**config.mk**
```make
export PLATFORM = sky130hd
export DESIGN_NAME = xor_checked_frame_builder
export DESIGN_NICKNAME = d
export VERILOG_FILES = /design/src/rtl/xcfb_pkg.sv /design/src/rtl/xor_checked_frame_builder.sv /design/src/rtl/xcfb_framer.sv
export SDC_FILE = /design/constraint.sdc
export NUM_CORES = 1
export LEC_CHECK = 0
export BUFFER_PORTS_ARGS = -buffer_cell sky130_fd_sc_hd__buf_4
export CAP_MARGIN = 40
export CORE_ASPECT_RATIO = 1.2
export CORE_MARGIN = 4
export CORE_UTILIZATION = 60
export DETAILED_ROUTE_END_ITERATION = 7
export GPL_TIMING_DRIVEN = 0
export PLACE_DENSITY = 0.81
export SLEW_MARGIN = 20
export SYNTH_ARGS = -nofsm -noshare
export SYNTH_HDL_FRONTEND = slang
export SYNTH_HIERARCHICAL = 1
export SYNTH_SLANG_ARGS = --single-unit
```
**constraint.sdc**
```tcl
create_clock -name clk_i -period 6.4 [get_ports clk_i]
set_input_delay 1.92 -clock clk_i [delete_from_list [all_inputs] [get_ports clk_i]]
set_output_delay 1.92 -clock clk_i [all_outputs]
set_load 0.02 [all_outputs]
```
**src/rtl/xcfb_pkg.sv**
```systemverilog
// Package for the XOR-checked frame builder: transaction types, constants,
// and the check byte function. No dependencies.
`default_nettype none
package xcfb_pkg;

  localparam int unsigned MAX_PAYLOAD_DEF = 254;
  localparam int unsigned BURST_DEPTH     = 7;

  localparam logic [7:0] SYN_BYTE         = 8'd22;
  localparam logic [7:0] STX_BYTE         = 8'd2;
  localparam logic [7:0] STATION_ADDR_RST = 8'd84;

  typedef struct packed {
    logic [7:0] data_byte;
    logic       first_of_frame;
    logic [7:0] frame_number;
    logic [9:0] frame_length;
  } in_item_t;

  typedef struct packed {
    logic [7:0] out_byte;
    logic       last_of_frame;
  } out_item_t;

  // bytes caused by one input transaction, byte 0 goes out first
  typedef struct packed {
    logic [BURST_DEPTH-1:0][7:0] bytes;
    logic [2:0]                  cnt;
    logic                        closes;
  } burst_t;

  function automatic logic [7:0] check_byte(input logic [7:0] x);
    logic [7:0] r;
    r = x;
    if (x == 8'h00 || x == 8'hFF) begin
      r = 8'h01;
    end
    return r;
  endfunction

endpackage
`default_nettype wire

```
**src/rtl/xor_checked_frame_builder.sv**
```systemverilog
// A payload byte appears at the output in the cycle after it is taken, and
// payload passes at one byte per cycle while out_ready_i is high. The byte
// that opens a frame yields six output bytes (seven if the frame is one byte
// long) and the byte that closes a frame yields two, so input stalls after a
// frame opens and at its end. The burst buffer drains one byte per cycle while
// out_ready_i is high; the next input is taken in the cycle the last pending
// byte leaves. Bytes with first_of_frame low and no frame open are dropped.
// Depends on xcfb_pkg and xcfb_framer.
`default_nettype none
module xor_checked_frame_builder #(
  parameter int unsigned MaxPayload = xcfb_pkg::MAX_PAYLOAD_DEF
) (
  input  wire                 logic clk_i,
  input  wire                 logic rst_ni,
  input  wire                 logic in_valid_i,
  output                      logic in_ready_o,
  input  wire                 xcfb_pkg::in_item_t in_data_i,
  output                      logic out_valid_o,
  input  wire                 logic out_ready_i,
  output xcfb_pkg::out_item_t       out_data_o,
  input  wire                 logic cfg_valid_i,
  output                      logic cfg_ready_o,
  input  wire                 logic [7:0] cfg_data_i
);
  import xcfb_pkg::*;

  logic [7:0]                  station_q;
  logic [BURST_DEPTH-1:0][7:0] buf_q, buf_d;
  logic [2:0]                  cnt_q, cnt_d;
  logic                        eof_q, eof_d;
  logic                        in_fire, take;
  burst_t                      burst;

  xcfb_framer #(
    .MaxPayload(MaxPayload)
  ) u_framer (
    .clk_i         (clk_i),
    .rst_ni        (rst_ni),
    .fire_i        (in_fire),
    .item_i        (in_data_i),
    .station_addr_i(station_q),
    .burst_o       (burst)
  );

  assign cfg_ready_o = 1'b1;
  assign out_valid_o = (cnt_q != 3'd0);
  assign take        = out_valid_o && out_ready_i;
  assign in_ready_o  = (cnt_q == 3'd0) || ((cnt_q == 3'd1) && out_ready_i);
  assign in_fire     = in_valid_i && in_ready_o;

  assign out_data_o.out_byte      = buf_q[0];
  assign out_data_o.last_of_frame = eof_q && (cnt_q == 3'd1);

  always_comb begin
    buf_d = buf_q;
    cnt_d = cnt_q;
    eof_d = eof_q;
    if (take) begin
      buf_d = buf_q >> 8;
      cnt_d = cnt_q - 3'd1;
    end
    if (in_fire && (burst.cnt != 3'd0)) begin
      buf_d = burst.bytes;
      cnt_d = burst.cnt;
      eof_d = burst.closes;
    end
  end

  always_ff @(posedge clk_i or negedge rst_ni) begin
    if (!rst_ni) begin
      station_q <= STATION_ADDR_RST;
      cnt_q     <= 3'd0;
      eof_q     <= 1'b0;
    end else begin
      if (cfg_valid_i) begin
        station_q <= cfg_data_i;
      end
      cnt_q <= cnt_d;
      eof_q <= eof_d;
    end
  end

  always_ff @(posedge clk_i) begin
    buf_q <= buf_d;
  end

endmodule
`default_nettype wire

```
**src/rtl/xcfb_framer.sv**
```systemverilog
// Frame state (running XOR, bytes left, open flag) and the byte burst
// that one input transaction produces. Depends on xcfb_pkg.
`default_nettype none
module xcfb_framer #(
  parameter int unsigned MaxPayload = xcfb_pkg::MAX_PAYLOAD_DEF
) (
  input  wire                logic clk_i,
  input  wire                logic rst_ni,
  input  wire                logic fire_i,
  input  wire                xcfb_pkg::in_item_t item_i,
  input  wire                logic [7:0] station_addr_i,
  output xcfb_pkg::burst_t         burst_o
);
  import xcfb_pkg::*;

  localparam logic [9:0] MaxLen = 10'(MaxPayload);

  logic [7:0] xor_q, xor_d;
  logic [7:0] left_q, left_d;
  logic       open_q, open_d;
  logic [9:0] len_c;
  logic [7:0] chk;

  always_comb begin
    len_c = item_i.frame_length;
    if (len_c > MaxLen) begin
      len_c = MaxLen;
    end else if (len_c == 10'd0) begin
      len_c = 10'd1;
    end

    if (item_i.first_of_frame) begin
      xor_d  = item_i.data_byte;
      left_d = len_c[7:0] - 8'd1;
    end else begin
      xor_d  = xor_q ^ item_i.data_byte;
      left_d = (left_q != 8'd0) ? left_q - 8'd1 : 8'd0;
    end
    chk = check_byte(xor_d);

    burst_o = '0;
    burst_o.closes = (left_d == 8'd0);
    if (item_i.first_of_frame) begin
      burst_o.bytes[0] = SYN_BYTE;
      burst_o.bytes[1] = station_addr_i;
      burst_o.bytes[2] = STX_BYTE;
      burst_o.bytes[3] = item_i.frame_number;
      burst_o.bytes[4] = len_c[7:0];
      burst_o.bytes[5] = item_i.data_byte;
      burst_o.bytes[6] = chk;
      burst_o.cnt      = burst_o.closes ? 3'd7 : 3'd6;
    end else if (open_q) begin
      burst_o.bytes[0] = item_i.data_byte;
      burst_o.bytes[1] = chk;
      burst_o.cnt      = burst_o.closes ? 3'd2 : 3'd1;
    end

    open_d = (item_i.first_of_frame || open_q) && !burst_o.closes;
    if (burst_o.closes) begin
      xor_d = 8'd0;
    end
  end

  always_ff @(posedge clk_i or negedge rst_ni) begin
    if (!rst_ni) begin
      xor_q  <= 8'd0;
      left_q <= 8'd0;
      open_q <= 1'b0;
    end else if (fire_i && (item_i.first_of_frame || open_q)) begin
      xor_q  <= xor_d;
      left_q <= left_d;
      open_q <= open_d;
    end
  end

endmodule
`default_nettype wire

```
==> qor.txt <==
worst setup margin: 0.564 ns
number of max-cap violations: 0
register-to-register setup slack: 2.08 ns
CTS hold repair buffers: 0
die area: 10700 sq um
CTS buffer count: 9
Max Buffers Root-to-Sink: 2
wire length per cell: 17.8 um
slew margin rel.: 40.1%
first drt pass iteration count: 5
DRT antenna net count: 0
setup repair bufs after CTS: 0
DRC viols: 0
share of cells above drive strength 1: 30.7%
Power Dens Cells: 364 nW/um^2
area grow syn2layout: 13.3%
RePlAce Congestion: 0.913
peak supply drop: 202 uV
Vert. Die Dim: 113 um
NumNets Final: 617
Final period util: 91.2%
syn avg cell area: 10.8 sq um
clk slew on worst S/H paths: 0.09 ns
crit start category: input port
CTS tree: done
post-synthesis instance total: 509
Tightest Hold Check Type: reg -> reg
Reg2Reg Depth: 13
Final Hold Fails: 0
DP Worst Slack: 0.217 ns
required time of the critical path: 6.40 ns
Reg-to-Reg End: buf_q[21]
Vias: 4064
Setup Skew: 0.0123 ns
final core utilization: 71.0%
async set-reset flop share out of synthesis: 34.1%
clock root buffer master: clkbuf_8
dpl cells: 678
RSZ-0062 raised after global routing: no
CTS sink cnt: 85
endpoint class of the critical path: register
initial antenna violation count: 0
sequential area share after synthesis: 44.0%
top-area cell type share of the netlist area: 30.7%
Final Max Tran Viols: 0
Die Wd: 95.3 um
status: complete, no violations
Core Area: 8750 sq um
min Tclk post-route: 5.84 ns
hold path startpoint: station_q[1]
worst skew pair latency: 0.37 ns
synth unique cells: 64
setup violators final: 0
pin count of the biggest net entering global routing: 57
number of flops mapped to enable cells by yosys: 56
vias in the first global route: 3875
num rows: 37
grt ovf: 0
final cell count without fillers: 694
Avg Vias per Cell: 5.86
GRT Resource Usage Total: 23.9%
area leader, netlist: edfxtp_1
Hold Path Sink: station_q[1]
fmax: 0.171 GHz
Hold WS: 0.523 ns
Reg-to-Reg Start: u_framer/left_q[0]
CP Class: in -> reg
crit path max fanout: 56
Ports: 52
hold depth: 1
CP max stage delay: 0.52 ns
Arr. time, crit path: 5.83 ns
commonest non-fill, non-tap cells in the layout: buf_4 (64), edfxtp_1 (56), nor2_1 (47), mux2_4 (47), nand2_1 (45)
H-Tree Depth: 3
Post-Syn Area: 5490 sq um
slowest library cell on the worst path: nand2_4
post-cts resize count: 0
drt initial violations: 341
Cell Chain, Critical Path: buf_4, nor3_2, and2_1, a31oi_1, or2_2, ha_1, nand3_1, xor2_1, a32oi_1, nor4_4, mux2i_1, nor3_1, or3_1, buf_6, buf_8, nand2_4
YS warnings: 6
Lkg Pwr: 2.66 nW
main area contributors after synthesis: edfxtp_1 (31%), mux2_4 (13%), dfrtp_1 (12%)
placed wire-length estimate: 8910 um
commonest non-fill, non-tap cell in the layout: buf_4
Slew @ Worst Pin: 0.892 ns
DRT Wirelength: 12400 um
IO buf count: 46
first-pass GRT wire length: 19700 um
Main synth FF type: edfxtp_1
Starting Density: 62.7%
#FFs+latches synth: 85
post-route setup TNS: 0 ns
ant diodes: 0
## synth_stat cells (all sizes together), types with 3 or more instances
master	count
edfxtp	56
nand3	4
o32ai	8
mux2i	3
xnor2	5
dfstp	3
dfrtp	26
nand2b	10
xor2	3
mux2	59
or3	4
and3	5
buf	29
nand2	46
inv	12
ha	5
and2	24
nand4	4
o21ai	42
nor4bb	4
a21oi	16
or4	4
a21o	4
nor2	47
a31oi	9
o2bb2ai	4
nor2b	5
a211oi	3
nor4	6
nor3	9
nor3b	6
clkbuf	26
## state kept, by name (all words and copies together), names as in the netlist
name	count
cnt_q	3
u_framer/left_q	8
out_data_o	8
u_framer/xor_q	8
eof_q	1
u_framer/open_q	1
buf_q	48
station_q	8
## report_power, final
part | leakage, nW | switching (mW) | internal (mW) | total, mW
clock | 0.0980 | 0.215 | 0.186 | 0.401
sequential | 0.875 | 0.0986 | 0.851 | 0.950
combinational | 1.68 | 0.446 | 0.462 | 0.908
total | 2.66 | 0.760 | 1.50 | 2.26
## metrics by stage
step	area (sq um)	power [mW]
after global routing	6210	2.39
after global placement	6000	1.83
final	6210	2.26
after detailed placement	6010	1.86
after CTS	6210	2.26
after floorplan	5510	1.63
## cell type report
type | count | area (sq um)
flip-flops and latches | 85 | 2410
clock inverters | 7 | 82.6
repair buffers | 46 | 345
inverters | 12 | 45.0
well taps | 117 | 146
plain buffers | 55 | 402
fillers | 616 | 2540
multi-input cells | 363 | 2660
clock buffers | 9 | 124
## worst max-delay path by stage
stage / from / to / slack (ns)
after CTS: in_data_i[4] / buf_q[21] / 0.61
after global placement: in_data_i[4] / out_data_o[6] / -0.88
final: in_data_i[4] / buf_q[21] / 0.56
after global routing: in_data_i[4] / buf_q[21] / 0.35
after floorplan: in_data_i[9] / buf_q[10] / 0.01
after detailed placement: in_data_i[4] / out_data_o[6] / 0.22
## metal layers
metal	global-route usage, %	share of wire (%)
met3	4.19	7.0
met1	32.8	42
met4	9.72	3.2
met2	37.4	48
met5	0	0
## critical path, delay by kind of cell
family / cells / cell delay (ns)
compound gates: 2 / 0.28
mux: 1 / 0.34
fa+ha+maj: 1 / 0.24
simple gates: 8 / 2.36
buf+inv: 3 / 0.46
xor+xnor: 1 / 0.18
## cell families (layout without fill, tap and decap cells)
| kind of cell | count (synthesis) | count (layout) | synth area share, % |
|---|---|---|---|
| multiplexers | 62 | 62 | 15.9 |
| buffers and inverters | 67 | 129 | 8.14 |
| flip-flops | 85 | 85 | 44.0 |
| AO/OA/AOI/OAI | 100 | 100 | 12.3 |
| other | 2 | 8 | 0.137 |
| adder cells (fa/ha/maj) | 5 | 5 | 1.14 |
| XOR/XNOR | 8 | 8 | 1.28 |
| AND/OR/NAND/NOR | 180 | 180 | 17.2 |
Note: power is estimated with default switching activity, not from simulation.
